`config.mk`:
```
export PLATFORM = sky130hd
export DESIGN_NAME = repeat_code_press_classifier_flat
export DESIGN_NICKNAME = d
export VERILOG_FILES = /design/src/rtl/rcpc_pkg.sv /design/src/rtl/rcpc_if.sv /design/src/rtl/rcpc_front.sv /design/src/rtl/rcpc_engine.sv /design/src/rtl/repeat_code_press_classifier.sv /design/src/flat_wrapper.sv
export SDC_FILE = /design/constraint.sdc
export NUM_CORES = 2
export LEC_CHECK = 0
export BUFFER_PORTS_ARGS = -buffer_cell sky130_fd_sc_hd__buf_2
export CORE_MARGIN = 5
export CORE_UTILIZATION = 31
export CTS_BUF_LIST = sky130_fd_sc_hd__clkbuf_4
export DETAILED_ROUTE_END_ITERATION = 8
export PLACE_DENSITY = 0.58
export SYNTH_ARGS = -nofsm -noshare
export SYNTH_HDL_FRONTEND = slang
export SYNTH_SLANG_ARGS = --single-unit
```
`constraint.sdc`:
```
create_clock -name clock -period 11.8 [get_ports clock]
set_input_delay 1.77 -clock clock [delete_from_list [all_inputs] [get_ports clock]]
set_output_delay 1.77 -clock clock [all_outputs]
set_load 0.02 [all_outputs]
```
`src/rtl/rcpc_pkg.sv`:
```
// ----------------------------------------------------------------------------
// rcpc_pkg
// Types and constants shared by the press classifier modules.
// ----------------------------------------------------------------------------
package rcpc_pkg;

   localparam int unsigned CODE_W = 32;
   localparam int unsigned TIME_W = 32;
   localparam int unsigned PER_W = 16;
   localparam int unsigned CFG_W = 16;
   localparam int unsigned CSR_IDX_W = 2;

   localparam logic [2:0] EV_STATUS = 3'd0;
   localparam logic [2:0] EV_TALLY = 3'd1;
   localparam logic [2:0] EV_RELEASE = 3'd2;
   localparam logic [2:0] EV_SOLID = 3'd3;
   localparam logic [2:0] EV_MEDIUM = 3'd4;
   localparam logic [2:0] EV_LONG = 3'd5;
   localparam logic [2:0] EV_VLONG = 3'd6;
   localparam logic [2:0] EV_DONE = 3'd7;

   localparam logic [3:0] FL_SOLID = 4'd1;
   localparam logic [3:0] FL_MEDIUM = 4'd2;
   localparam logic [3:0] FL_LONG = 4'd4;
   localparam logic [3:0] FL_VLONG = 4'd8;

   localparam logic [CSR_IDX_W-1:0] CSR_MEDIUM = 2'd0;
   localparam logic [CSR_IDX_W-1:0] CSR_LONG = 2'd1;
   localparam logic [CSR_IDX_W-1:0] CSR_VLONG = 2'd2;
   localparam logic [CSR_IDX_W-1:0] CSR_IDLE = 2'd3;

   localparam logic [TIME_W-1:0] QUICK_WINDOW_MS = 32'd1000;
   localparam logic [TIME_W-1:0] SERVICE_MS = 32'd20;
   localparam logic [PER_W-1:0] GAP_DEFAULT_MS = 16'd200;
   localparam logic [PER_W-1:0] GAP_MIN_MS = 16'd120;
   localparam logic [PER_W-1:0] GAP_MAX_MS = 16'd600;
   localparam logic [7:0] COUNT_MAX = 8'd255;

   typedef struct packed {
      logic              op;
      logic [31:0]       code;
      logic [15:0]       repeat_period_ms;
      logic [31:0]       now_ms;
   } req_type;

   typedef struct packed {
      logic [2:0]  event_res;
      logic [31:0] event_code;
      logic [7:0]  click_count;
      logic [3:0]  press_flags;
      logic [3:0]  tracker_index;
      logic        accepted;
      logic [9:0]  repeat_interval_ms;
      logic [15:0] repeat_count;
      logic        last;
   } rsp_type;

   typedef struct packed {
      logic [15:0] med_ms;
      logic [15:0] long_ms;
      logic [15:0] vlong;
      logic [15:0] idle;
   } cfg_type;

   typedef enum logic [2:0] {
      ST_IDLE,
      ST_FEED,
      ST_HOLD,
      ST_TAIL,
      ST_SERVICE,
      ST_STATUS
   } eng_state_type;

endpackage

```
`src/rtl/rcpc_if.sv`:
```
// ----------------------------------------------------------------------------
// rcpc_req_if / rcpc_rsp_if
// Valid/ready channels that carry request and result items.
// ----------------------------------------------------------------------------
interface rcpc_req_if;
   logic              valid;
   logic              ready;
   rcpc_pkg::req_type payload;
   modport source (output valid, output payload, input ready);
   modport sink (input valid, input payload, output ready);
endinterface

interface rcpc_rsp_if;
   logic              valid;
   logic              ready;
   rcpc_pkg::rsp_type payload;
   modport source (output valid, output payload, input ready);
   modport sink (input valid, input payload, output ready);
endinterface

```
`src/rtl/rcpc_front.sv`:
```
// ----------------------------------------------------------------------------
// rcpc_front
// Accepts items into a two-entry queue for the tracker engine.
// ----------------------------------------------------------------------------
module rcpc_front (
   input  logic              clock,
   input  logic              reset,
   input  logic              in_valid,
   output logic              in_ready,
   input  rcpc_pkg::req_type in_data,
   output logic              out_valid,
   input  logic              out_ready,
   output rcpc_pkg::req_type out_data
);

   rcpc_pkg::req_type q_ff [2];
   logic              wp_ff, wp_in, rp_ff, rp_in;
   logic [1:0]        cnt_ff, cnt_in;
   logic              push, pop;

   assign in_ready = (cnt_ff != 2'd2);
   assign out_valid = (cnt_ff != 2'd0);
   assign out_data = q_ff[rp_ff];
   assign push = in_valid && in_ready;
   assign pop = out_valid && out_ready;

   always_comb begin
      wp_in = push ? ~wp_ff : wp_ff;
      rp_in = pop ? ~rp_ff : rp_ff;
      cnt_in = cnt_ff + {1'b0, push} - {1'b0, pop};
   end

   always_ff @(posedge clock) begin
      if (reset) begin
         wp_ff <= 1'b0;
         rp_ff <= 1'b0;
         cnt_ff <= 2'd0;
      end else begin
         wp_ff <= wp_in;
         rp_ff <= rp_in;
         cnt_ff <= cnt_in;
      end
   end

   always_ff @(posedge clock) begin
      if (push) begin
         q_ff[wp_ff] <= in_data;
      end
   end

endmodule

```
`src/rtl/rcpc_engine.sv`:
```
// ----------------------------------------------------------------------------
// rcpc_engine
// Tracker table and sequencer that turns one item into result items.
// ----------------------------------------------------------------------------
module rcpc_engine #(
   parameter int unsigned TRACKER_CNT = 4
) (
   input  logic              clock,
   input  logic              reset,
   input  rcpc_pkg::cfg_type cfg,
   input  logic              in_valid,
   output logic              in_ready,
   input  rcpc_pkg::req_type in_data,
   output logic              out_valid,
   input  logic              out_ready,
   output rcpc_pkg::rsp_type out_data
);

   localparam int unsigned TW = (TRACKER_CNT > 1) ? $clog2(TRACKER_CNT) : 1;

   logic [31:0] code_ff [TRACKER_CNT];
   logic [7:0]  sight_ff [TRACKER_CNT];
   logic [7:0]  tally_ff [TRACKER_CNT];
   logic [3:0]  flags_ff [TRACKER_CNT];
   logic [2:0]  marks_ff [TRACKER_CNT];
   logic        cont_ff [TRACKER_CNT];
   logic        gap_ff [TRACKER_CNT];
   logic [31:0] seen_ff [TRACKER_CNT];
   logic [31:0] hstart_ff [TRACKER_CNT];
   logic [15:0] period_ff [TRACKER_CNT];

   logic [31:0] prev_code_ff, prev_time_ff, svc_time_ff;
   logic [9:0]  interval_ff;
   logic [15:0] quick_ff;

   rcpc_pkg::eng_state_type state_ff, state_in;
   rcpc_pkg::req_type       item_ff;
   logic [TW-1:0]           t_ff;
   logic [1:0]              sub_ff;
   logic                    taken_ff;

   rcpc_pkg::rsp_type ob_ff;
   logic              ob_valid_ff;
   logic              ob_free;
   assign ob_free = !ob_valid_ff || out_ready;
   assign out_valid = ob_valid_ff;
   assign out_data = ob_ff;

   // Lookup of the taking tracker: match first, else first empty.
   logic          hit, empty_found;
   logic [TW-1:0] hit_idx, empty_idx;
   always_comb begin
      hit = 1'b0;
      empty_found = 1'b0;
      hit_idx = '0;
      empty_idx = '0;
      for (int i = TRACKER_CNT - 1; i >= 0; i--) begin
         if (code_ff[i] == in_data.code) begin
            hit = 1'b1;
            hit_idx = TW'(i);
         end
         if (code_ff[i] == 32'd0) begin
            empty_found = 1'b1;
            empty_idx = TW'(i);
         end
      end
   end

   assign in_ready = (state_ff == rcpc_pkg::ST_IDLE);
   logic accept;
   assign accept = in_valid && in_ready;
   logic take;
   assign take = !in_data.op && in_data.code != 32'd0 && (hit || empty_found);

   // Per tracker working values.
   logic [31:0] cur_code, cur_seen, cur_hstart, elapsed, hd;
   logic [7:0]  cur_sight, cur_tally;
   logic [3:0]  cur_flags;
   logic [2:0]  cur_marks;
   logic [15:0] cur_per, gap, half, lim;
   logic        held, need_rel, need_done;
   logic [2:0]  hmark;
   logic [3:0]  hflag;
   logic [2:0]  hev;
   always_comb begin
      cur_code = code_ff[t_ff];
      cur_seen = seen_ff[t_ff];
      cur_hstart = hstart_ff[t_ff];
      cur_sight = sight_ff[t_ff];
      cur_tally = tally_ff[t_ff];
      cur_flags = flags_ff[t_ff];
      cur_marks = marks_ff[t_ff];
      cur_per = period_ff[t_ff];
      half = {1'b0, cur_per[15:1]};
      if (cur_per == 16'd0) begin
         gap = rcpc_pkg::GAP_DEFAULT_MS;
      end else if (half < rcpc_pkg::GAP_MIN_MS) begin
         gap = rcpc_pkg::GAP_MIN_MS;
      end else if (half > rcpc_pkg::GAP_MAX_MS) begin
         gap = rcpc_pkg::GAP_MAX_MS;
      end else begin
         gap = half;
      end
      elapsed = item_ff.now_ms - cur_seen;
      need_rel = (elapsed >= {16'd0, gap});
      need_done = (elapsed > {16'd0, cfg.idle});
      case (sub_ff)
         2'd0: begin
            lim = cfg.med_ms;
            hmark = 3'b001;
            hflag = rcpc_pkg::FL_MEDIUM;
            hev = rcpc_pkg::EV_MEDIUM;
         end
         2'd1: begin
            lim = cfg.long_ms;
            hmark = 3'b010;
            hflag = rcpc_pkg::FL_LONG;
            hev = rcpc_pkg::EV_LONG;
         end
         default: begin
            lim = cfg.vlong;
            hmark = 3'b100;
            hflag = rcpc_pkg::FL_VLONG;
            hev = rcpc_pkg::EV_VLONG;
         end
      endcase
      hd = item_ff.now_ms - cur_hstart;
      held = !hd[31] && (hd >= {16'd0, lim}) && !(|(cur_marks & hmark));
   end

   logic last_t;
   assign last_t = (t_ff == TW'(TRACKER_CNT - 1));

   always_comb begin
      state_in = state_ff;
      case (state_ff)
         rcpc_pkg::ST_IDLE: begin
            if (accept) begin
               if (in_data.op) begin
                  state_in = (in_data.now_ms - svc_time_ff >= rcpc_pkg::SERVICE_MS) ?
                     rcpc_pkg::ST_SERVICE : rcpc_pkg::ST_STATUS;
               end else if (take) begin
                  state_in = rcpc_pkg::ST_FEED;
               end else begin
                  state_in = rcpc_pkg::ST_STATUS;
               end
            end
         end
         rcpc_pkg::ST_FEED: begin
            if (ob_free) begin
               state_in = (cur_code != item_ff.code) ? rcpc_pkg::ST_STATUS
                                                    : rcpc_pkg::ST_HOLD;
            end
         end
         rcpc_pkg::ST_HOLD: begin
            if (ob_free && sub_ff == 2'd2) begin
               state_in = rcpc_pkg::ST_TAIL;
            end
         end
         rcpc_pkg::ST_TAIL: begin
            if (ob_free && sub_ff == 2'd1) begin
               state_in = rcpc_pkg::ST_STATUS;
            end
         end
         rcpc_pkg::ST_SERVICE: begin
            if (ob_free && (cur_code == 32'd0 || sub_ff == 2'd1) && last_t) begin
               state_in = rcpc_pkg::ST_STATUS;
            end
         end
         rcpc_pkg::ST_STATUS: begin
            if (ob_free) begin
               state_in = rcpc_pkg::ST_IDLE;
            end
         end
         default: state_in = rcpc_pkg::ST_IDLE;
      endcase
   end

   // Result produced in the current state, if any.
   logic              emit;
   rcpc_pkg::rsp_type ev;
   logic [7:0]        sight_inc;
   logic [7:0]        tally_inc;
   always_comb begin
      emit = 1'b0;
      ev = '0;
      ev.event_code = cur_code;
      ev.tracker_index = 4'(t_ff);
      sight_inc = (cur_sight < rcpc_pkg::COUNT_MAX) ? cur_sight + 8'd1 : cur_sight;
      tally_inc = (cur_tally < rcpc_pkg::COUNT_MAX) ? cur_tally + 8'd1 : cur_tally;
      case (state_ff)
         rcpc_pkg::ST_FEED: begin
            if (cur_code != item_ff.code) begin
               emit = 1'b1;
               ev.event_res = rcpc_pkg::EV_TALLY;
               ev.event_code = item_ff.code;
               ev.click_count = 8'd1;
            end
         end
         rcpc_pkg::ST_HOLD: begin
            if (held) begin
               emit = 1'b1;
               ev.event_res = hev;
               ev.press_flags = cur_flags | hflag;
            end
         end
         rcpc_pkg::ST_TAIL: begin
            if (sub_ff == 2'd0 && cur_sight == 8'd2) begin
               emit = 1'b1;
               ev.event_res = rcpc_pkg::EV_SOLID;
               ev.press_flags = cur_flags | rcpc_pkg::FL_SOLID;
            end else if (sub_ff == 2'd1 && gap_ff[t_ff]) begin
               emit = 1'b1;
               ev.event_res = rcpc_pkg::EV_TALLY;
               ev.click_count = tally_inc;
               ev.press_flags = cur_flags;
            end
         end
         rcpc_pkg::ST_SERVICE: begin
            if (cur_code != 32'd0) begin
               if (sub_ff == 2'd0 && need_rel && !gap_ff[t_ff]) begin
                  emit = 1'b1;
                  ev.event_res = rcpc_pkg::EV_RELEASE;
                  ev.click_count = cur_tally;
                  ev.press_flags = cur_flags;
               end else if (sub_ff == 2'd1 && need_done) begin
                  emit = 1'b1;
                  ev.event_res = rcpc_pkg::EV_DONE;
                  ev.click_count = cur_tally;
                  ev.press_flags = cur_flags;
               end
            end
         end
         rcpc_pkg::ST_STATUS: begin
            emit = 1'b1;
            ev.event_res = rcpc_pkg::EV_STATUS;
            ev.event_code = item_ff.op ? 32'd0 : item_ff.code;
            ev.tracker_index = taken_ff ? 4'(t_ff) : 4'd0;
            ev.accepted = taken_ff;
            ev.repeat_interval_ms = interval_ff;
            ev.repeat_count = quick_ff;
            ev.last = 1'b1;
         end
         default: emit = 1'b0;
      endcase
   end

   logic [31:0] qd;
   assign qd = in_data.now_ms - prev_time_ff;

   always_ff @(posedge clock) begin
      if (reset) begin
         state_ff <= rcpc_pkg::ST_IDLE;
         ob_valid_ff <= 1'b0;
         prev_code_ff <= '0;
         prev_time_ff <= '0;
         svc_time_ff <= '0;
         interval_ff <= '0;
         quick_ff <= '0;
         t_ff <= '0;
         sub_ff <= '0;
         taken_ff <= 1'b0;
         for (int i = 0; i < TRACKER_CNT; i++) begin
            code_ff[i] <= '0;
            sight_ff[i] <= '0;
            tally_ff[i] <= '0;
            flags_ff[i] <= '0;
            marks_ff[i] <= '0;
            cont_ff[i] <= 1'b0;
            gap_ff[i] <= 1'b0;
            seen_ff[i] <= '0;
            hstart_ff[i] <= '0;
            period_ff[i] <= '0;
         end
      end else begin
         state_ff <= state_in;
         if (emit && ob_free) begin
            ob_valid_ff <= 1'b1;
            ob_ff <= ev;
         end else if (out_ready) begin
            ob_valid_ff <= 1'b0;
         end
         case (state_ff)
            rcpc_pkg::ST_IDLE: begin
               sub_ff <= '0;
               if (accept) begin
                  item_ff <= in_data;
                  t_ff <= take ? (hit ? hit_idx : empty_idx) : '0;
                  taken_ff <= take;
                  if (in_data.op) begin
                     if (in_data.now_ms - svc_time_ff >= rcpc_pkg::SERVICE_MS) begin
                        svc_time_ff <= in_data.now_ms;
                     end
                  end else begin
                     if (in_data.code == prev_code_ff) begin
                        if (qd > rcpc_pkg::QUICK_WINDOW_MS) begin
                           interval_ff <= '0;
                           quick_ff <= '0;
                        end else begin
                           interval_ff <= qd[9:0];
                           if (quick_ff != 16'hFFFF) begin
                              quick_ff <= quick_ff + 16'd1;
                           end
                        end
                     end else begin
                        quick_ff <= '0;
                        prev_code_ff <= in_data.code;
                        interval_ff <= '0;
                     end
                     prev_time_ff <= in_data.now_ms;
                  end
               end
            end
            rcpc_pkg::ST_FEED: begin
               if (ob_free) begin
                  period_ff[t_ff] <= item_ff.repeat_period_ms;
                  seen_ff[t_ff] <= item_ff.now_ms;
                  if (cur_code != item_ff.code) begin
                     code_ff[t_ff] <= item_ff.code;
                     sight_ff[t_ff] <= 8'd1;
                     flags_ff[t_ff] <= '0;
                     tally_ff[t_ff] <= 8'd1;
                     marks_ff[t_ff] <= '0;
                     hstart_ff[t_ff] <= item_ff.now_ms;
                     cont_ff[t_ff] <= 1'b1;
                  end else if (!cont_ff[t_ff]) begin
                     hstart_ff[t_ff] <= item_ff.now_ms;
                  end
               end
            end
            rcpc_pkg::ST_HOLD: begin
               if (ob_free) begin
                  if (held) begin
                     marks_ff[t_ff] <= cur_marks | hmark;
                     flags_ff[t_ff] <= cur_flags | hflag;
                  end
                  sub_ff <= (sub_ff == 2'd2) ? 2'd0 : sub_ff + 2'd1;
                  if (sub_ff == 2'd2) begin
                     sight_ff[t_ff] <= sight_inc;
                  end
               end
            end
            rcpc_pkg::ST_TAIL: begin
               if (ob_free) begin
                  if (sub_ff == 2'd0) begin
                     if (cur_sight == 8'd2) begin
                        flags_ff[t_ff] <= cur_flags | rcpc_pkg::FL_SOLID;
                     end
                     sub_ff <= 2'd1;
                  end else begin
                     if (gap_ff[t_ff]) begin
                        gap_ff[t_ff] <= 1'b0;
                        tally_ff[t_ff] <= tally_inc;
                     end
                     cont_ff[t_ff] <= 1'b1;
                     sub_ff <= 2'd0;
                  end
               end
            end
            rcpc_pkg::ST_SERVICE: begin
               if (ob_free) begin
                  if (cur_code == 32'd0 || sub_ff == 2'd1) begin
                     sub_ff <= '0;
                     if (!last_t) begin
                        t_ff <= t_ff + TW'(1);
                     end
                     if (cur_code != 32'd0 && need_done) begin
                        code_ff[t_ff] <= '0;
                        sight_ff[t_ff] <= '0;
                        gap_ff[t_ff] <= 1'b0;
                        flags_ff[t_ff] <= '0;
                        cont_ff[t_ff] <= 1'b0;
                     end
                  end else begin
                     sub_ff <= 2'd1;
                     if (need_rel) begin
                        if (cur_sight == 8'd1) begin
                           sight_ff[t_ff] <= '0;
                        end
                        gap_ff[t_ff] <= 1'b1;
                        cont_ff[t_ff] <= 1'b0;
                        marks_ff[t_ff] <= '0;
                     end
                  end
               end
            end
            default: sub_ff <= sub_ff;
         endcase
      end
   end

endmodule

```
`src/rtl/repeat_code_press_classifier.sv`:
```
// ----------------------------------------------------------------------------
// repeat_code_press_classifier
// Classifies repeated button codes into click, release, hold, solid and done events.
// ----------------------------------------------------------------------------
// The engine takes a new item only once the status item of the last one is
// registered for output; a code steps through feed, hold and tail checks, a
// service tick through release and done checks per tracker, and an output
// stall holds the sequencer. A two-entry input queue accepts items while the
// engine is busy, until it is full.
// Synchronous reset empties all trackers and loads the default thresholds.
module repeat_code_press_classifier #(
   parameter int unsigned TRACKER_CNT = 4
) (
   input  logic        clock,
   input  logic        reset,
   rcpc_req_if.sink    req,
   rcpc_rsp_if.source  rsp,
   input  logic        csr_write_enable,
   input  logic [1:0]  csr_index,
   input  logic [15:0] csr_write_data
);

   rcpc_pkg::cfg_type cfg_ff;
   logic              q_valid, q_ready;
   rcpc_pkg::req_type q_data;

   always_ff @(posedge clock) begin
      if (reset) begin
         cfg_ff.med_ms <= 16'd600;
         cfg_ff.long_ms <= 16'd1500;
         cfg_ff.vlong <= 16'd4000;
         cfg_ff.idle <= 16'd2000;
      end else if (csr_write_enable) begin
         case (csr_index)
            rcpc_pkg::CSR_MEDIUM: cfg_ff.med_ms <= csr_write_data;
            rcpc_pkg::CSR_LONG: cfg_ff.long_ms <= csr_write_data;
            rcpc_pkg::CSR_VLONG: cfg_ff.vlong <= csr_write_data;
            rcpc_pkg::CSR_IDLE: cfg_ff.idle <= csr_write_data;
            default: cfg_ff <= cfg_ff;
         endcase
      end
   end

   rcpc_front u_front (
      .clock(clock), .reset(reset),
      .in_valid(req.valid), .in_ready(req.ready), .in_data(req.payload),
      .out_valid(q_valid), .out_ready(q_ready), .out_data(q_data)
   );

   rcpc_engine #(.TRACKER_CNT(TRACKER_CNT)) u_engine (
      .clock(clock), .reset(reset), .cfg(cfg_ff),
      .in_valid(q_valid), .in_ready(q_ready), .in_data(q_data),
      .out_valid(rsp.valid), .out_ready(rsp.ready), .out_data(rsp.payload)
   );

endmodule

```
`src/flat_wrapper.sv`:
```
// flat-port wrapper written by rule: the top's interface ports become plain ports
module repeat_code_press_classifier_flat 
#(
   parameter int unsigned TRACKER_CNT = 4
)
  (clock, reset, csr_write_enable, csr_index, csr_write_data, req_valid, req_payload, req_ready, rsp_valid, rsp_payload, rsp_ready);
  rcpc_req_if req_i ();
  rcpc_rsp_if rsp_i ();
  input  logic clock;
  input  logic reset;
  input  logic csr_write_enable;
  input  logic [1:0] csr_index;
  input  logic [15:0] csr_write_data;
  input wire logic [$bits(req_i.valid)-1:0] req_valid;
  input wire logic [$bits(req_i.payload)-1:0] req_payload;
  output wire logic [$bits(req_i.ready)-1:0] req_ready;
  output wire logic [$bits(rsp_i.valid)-1:0] rsp_valid;
  output wire logic [$bits(rsp_i.payload)-1:0] rsp_payload;
  input wire logic [$bits(rsp_i.ready)-1:0] rsp_ready;
  assign req_i.valid = req_valid;
  assign req_i.payload = req_payload;
  assign req_ready = req_i.ready;
  assign rsp_valid = rsp_i.valid;
  assign rsp_payload = rsp_i.payload;
  assign rsp_i.ready = rsp_ready;
  repeat_code_press_classifier #(.TRACKER_CNT(TRACKER_CNT)) u_core (.clock(clock), .reset(reset), .req(req_i), .rsp(rsp_i), .csr_write_enable(csr_write_enable), .csr_index(csr_index), .csr_write_data(csr_write_data));
endmodule
```
==> run metrics <==
Post-synth ARST share=0%; Core Rows=~150; CP cell instances=buf_4 -> mux4_2 -> inv_1 -> ha_1 -> o211ai_1 -> a21oi_1 -> a21bo_2 -> a211oi_1 -> nor2_1 -> xnor2_1 -> ha_1 -> nor2b_1 -> o21ai_0 -> nand2_1 -> a2111oi_0 -> o211ai_1 -> nor4_1 -> nand4_1 -> o41a_1 -> nor4_2 -> a21oi_4 -> buf_4; Final Hold Violating Endpoints=0; Clock Sinks=approximately 1100; gr usage total=between 10% and 20%; PostCTS Resize Cnt=0; CP Max Fanout=53; Avg WL per Cell=roughly 22 um; vias=40520; Post-Syn Area=about 0.055 mm2; status=finished clean; Die W=430.5 um; ys flop type=edfxtp_1; Switching Fraction=roughly 41%; initial antenna violation count=24; max frequency=about 0.13 GHz; layout cells sized above 1=~18%; CTS tree=built; crit share post-route=65.42%; Yosys warnings=0; Reg2Reg Setup Slack=4.08 ns; die area=roughly 0.19 mm2; critical path required time=between 10 and 15 ns; Final ANT Viol Nets=0; share of the synthesized area in the top cell type=a little under half; fillcell total=approximately 18000; Hold Path Class=reg2reg; IO Port Bufs=182; clk root buf=clkbuf_4; total of max-cap violations=0; worst skew pair latency=1.32 ns; GPL Wtd Cong=about 0.96; vias in the first global route=roughly 40000; Starting Density=a little under a third; post-route setup TNS=0 ns; total grt overflow=0; Setup Viol. Count Final=0; Comb pwr share=approximately 46%; first-pass GRT wire length=249200 um; Flop pwr share=approximately 32%; slew margin rel.=14.44%; area delta synth->final=13.56%; Synth Instances=a little under 5000; Synth area leaders=edfxtp_1 (48%), dfxtp_1 (7.4%), mux4_2 (5.4%); EDFF count, synth=868; CP Class=reg2reg; leading area contributor after synthesis=edfxtp_1; total net switching power=6.575 mW; Fin Clk Skew=around 0.17 ns; drt total wl=167300 um; largest net degree at the start of global routing=133; Seq cells post-synth=~1100; CTS clk-pin slew, worst paths=approximately 0.06 ns; fin. max-slew vios=0; Iteration-0 DRC Markers=between 3000 and 4000; commonest non-fill, non-tap cells in the layout=edfxtp_1 (868), nor2_1 (591), clkbuf_4 (464); core area=approximately 0.18 mm2; Hold Buf Count CTS=0; Die Span Y=about 430 um; Slowest-stage cell, CP=nor4_2; Lkg Pwr=23.30 nW; RSZ-0062 raised after global routing=false; Pint=about 9.3 mW; Worst EP arrival=between 8 and 9 ns; crit end category=flip-flop; sequential element share of the synthesized area=a little over half; Pwr per Cell Area=roughly 250 mW/mm2; startpoint types=flip-flop; total CTS buffers=roughly 310; Tmin final=7.720 ns; CTS H-Tree Depth=5; Clk network pwr share=around 22%; drt drc=0; hpwl dp=about 120000 um; DR vias/cell=roughly 5.2; Unique masters post-synth=94; Max clock buf depth=4; Top Ports=185; worst hold slack=roughly 0.46 ns; Mapped Avg Cell Area=11.22 um2; worst slew pin tran=between 1 and 1.5 ns; first drt pass iteration count=5; Worst VDD drop=~150 uV; commonest non-fill, non-tap cell in the layout=edfxtp_1; nets=around 5500; Slowest Stage Delay on Critical Path=roughly 0.73 ns; Post-CTS Setup Inserts=0
-- area by class of cell --
type                       count  area, um2  share of cell area (%)
antenna                       19      47.55                 0.07638
clock buffer                 464       3483                   5.596
clock inverter                60      320.3                  0.5146
inverter                     344       1291                   2.074
multi-input combinational   3228      22600                   36.30
sequential                  1070      30120                   48.39
tap                         2340       2928                   4.703
timing repair buffer         253       1463                   2.350
-- Yosys cell counts (8+ instances only) --
cell	number
edfxtp_1	868
nor2_1	594
nand2_1	404
inv_1	344
a21oi_1	282
xnor2_1	206
dfxtp_1	202
clkbuf_1	199
ha_1	179
and3_1	148
mux4_2	131
o21ai_0	126
nor4_1	100
nand4_1	97
a211oi_1	96
nand3_1	80
mux2i_1	67
xor2_1	65
o21a_1	58
and2_1	55
nor3_1	55
a21o_1	43
o211ai_1	38
a22o_1	34
mux2i_2	32
nor2b_1	31
nand2b_1	29
buf_2	28
a31oi_1	20
mux2_2	17
o21bai_1	17
buf_1	16
o31ai_1	15
or4_1	15
or3_1	14
or2_2	11
a221oi_1	9
o2bb2ai_1	8
-- registers in the layout (all words and copies together) (netlist names), 32 cells and up, named ones only --
| name | cells |
|---|---|
| u_core.u_engine.svc_time_ff | 32 |
| u_core.u_engine.sight_ff | 32 |
| u_core.u_engine.item_ff | 81 |
| u_core.u_engine.code_ff | 128 |
| u_core.u_front.q_ff | 162 |
| u_core.u_engine.prev_code_ff | 32 |
| u_core.u_engine.seen_ff | 128 |
| u_core.u_engine.prev_time_ff | 32 |
| u_core.u_engine.hstart_ff | 128 |
| u_core.u_engine.out_data | 77 |
| u_core.u_engine.period_ff | 64 |
| u_core.cfg_ff | 64 |
| u_core.u_engine.tally_ff | 32 |
-- through the flow --
step	total power [mW]	utilization (%)	setup slack (ns)	cells	instance area, um2
floorplan	10.33	-	1.108	4890	54840
global placement	12.40	33.16	4.188	7235	58400
detailed placement	12.45	33.16	4.053	7235	58400
CTS	15.96	35.32	3.969	7759	62200
global route	16.93	35.34	3.442	7776	62240
finish	15.87	35.35	4.080	7778	62250
-- critical path, delay by kind of cell, from the launching register on --
| kind | cells | cell delay (ns) |
|---|---|---|
| XOR/XNOR | 1 | 0.16 |
| multiplexers | 1 | 0.59 |
| adder cells (fa/ha/maj) | 2 | 0.51 |
| AO/OA/AOI/OAI | 9 | 2.87 |
| flip-flops | 1 | 0.47 |
| buffers and inverters | 3 | 1.22 |
| AND/OR/NAND/NOR | 6 | 1.43 |
-- routing by layer --
layer | up-vias | global-route usage, % | part of all wire [%]
li1 | 18740 | - | -
met4 | 2 | 7.319 | 3.9
met1 | 19790 | 23.38 | 43
met3 | 359 | 3.468 | 7.2
met5 | - | 0 | 0.0078
met2 | 1623 | 27.75 | 46
-- power by group through the flow --
stage,combinational [mW],sequential (mW),clock (mW)
finish,7.28,5.15,3.44
floorplan,5.22,5.11,0
global placement,7.19,5.21,0
global route,7.97,5.19,3.76
CTS,7.27,5.15,3.54
detailed placement,7.23,5.23,0
-- worst paths after layout --
check                                       from                                endpoint  cells past startpoint
setup reg to reg                       flip-flop  u_core.u_engine.out_data[73]$_DFFE_PP_                     22
setup / recovery                       flip-flop  u_core.u_engine.out_data[73]$_DFFE_PP_                     22
hold reg to reg   u_core.cfg_ff[61]$_SDFFE_PP0P_          u_core.cfg_ff[61]$_SDFFE_PP0P_                      2
hold / removal    u_core.cfg_ff[61]$_SDFFE_PP0P_          u_core.cfg_ff[61]$_SDFFE_PP0P_                      2
-- kinds of logic after synthesis --
logic type	synth area share, %
simple gates	14.31
other cells	0.01370
mux	7.758
xor+xnor	4.330
fa+ha+maj	4.232
compound gates	10.27
flops	54.92
buf+inv	4.165
Power figures use the tool's default switching activity.
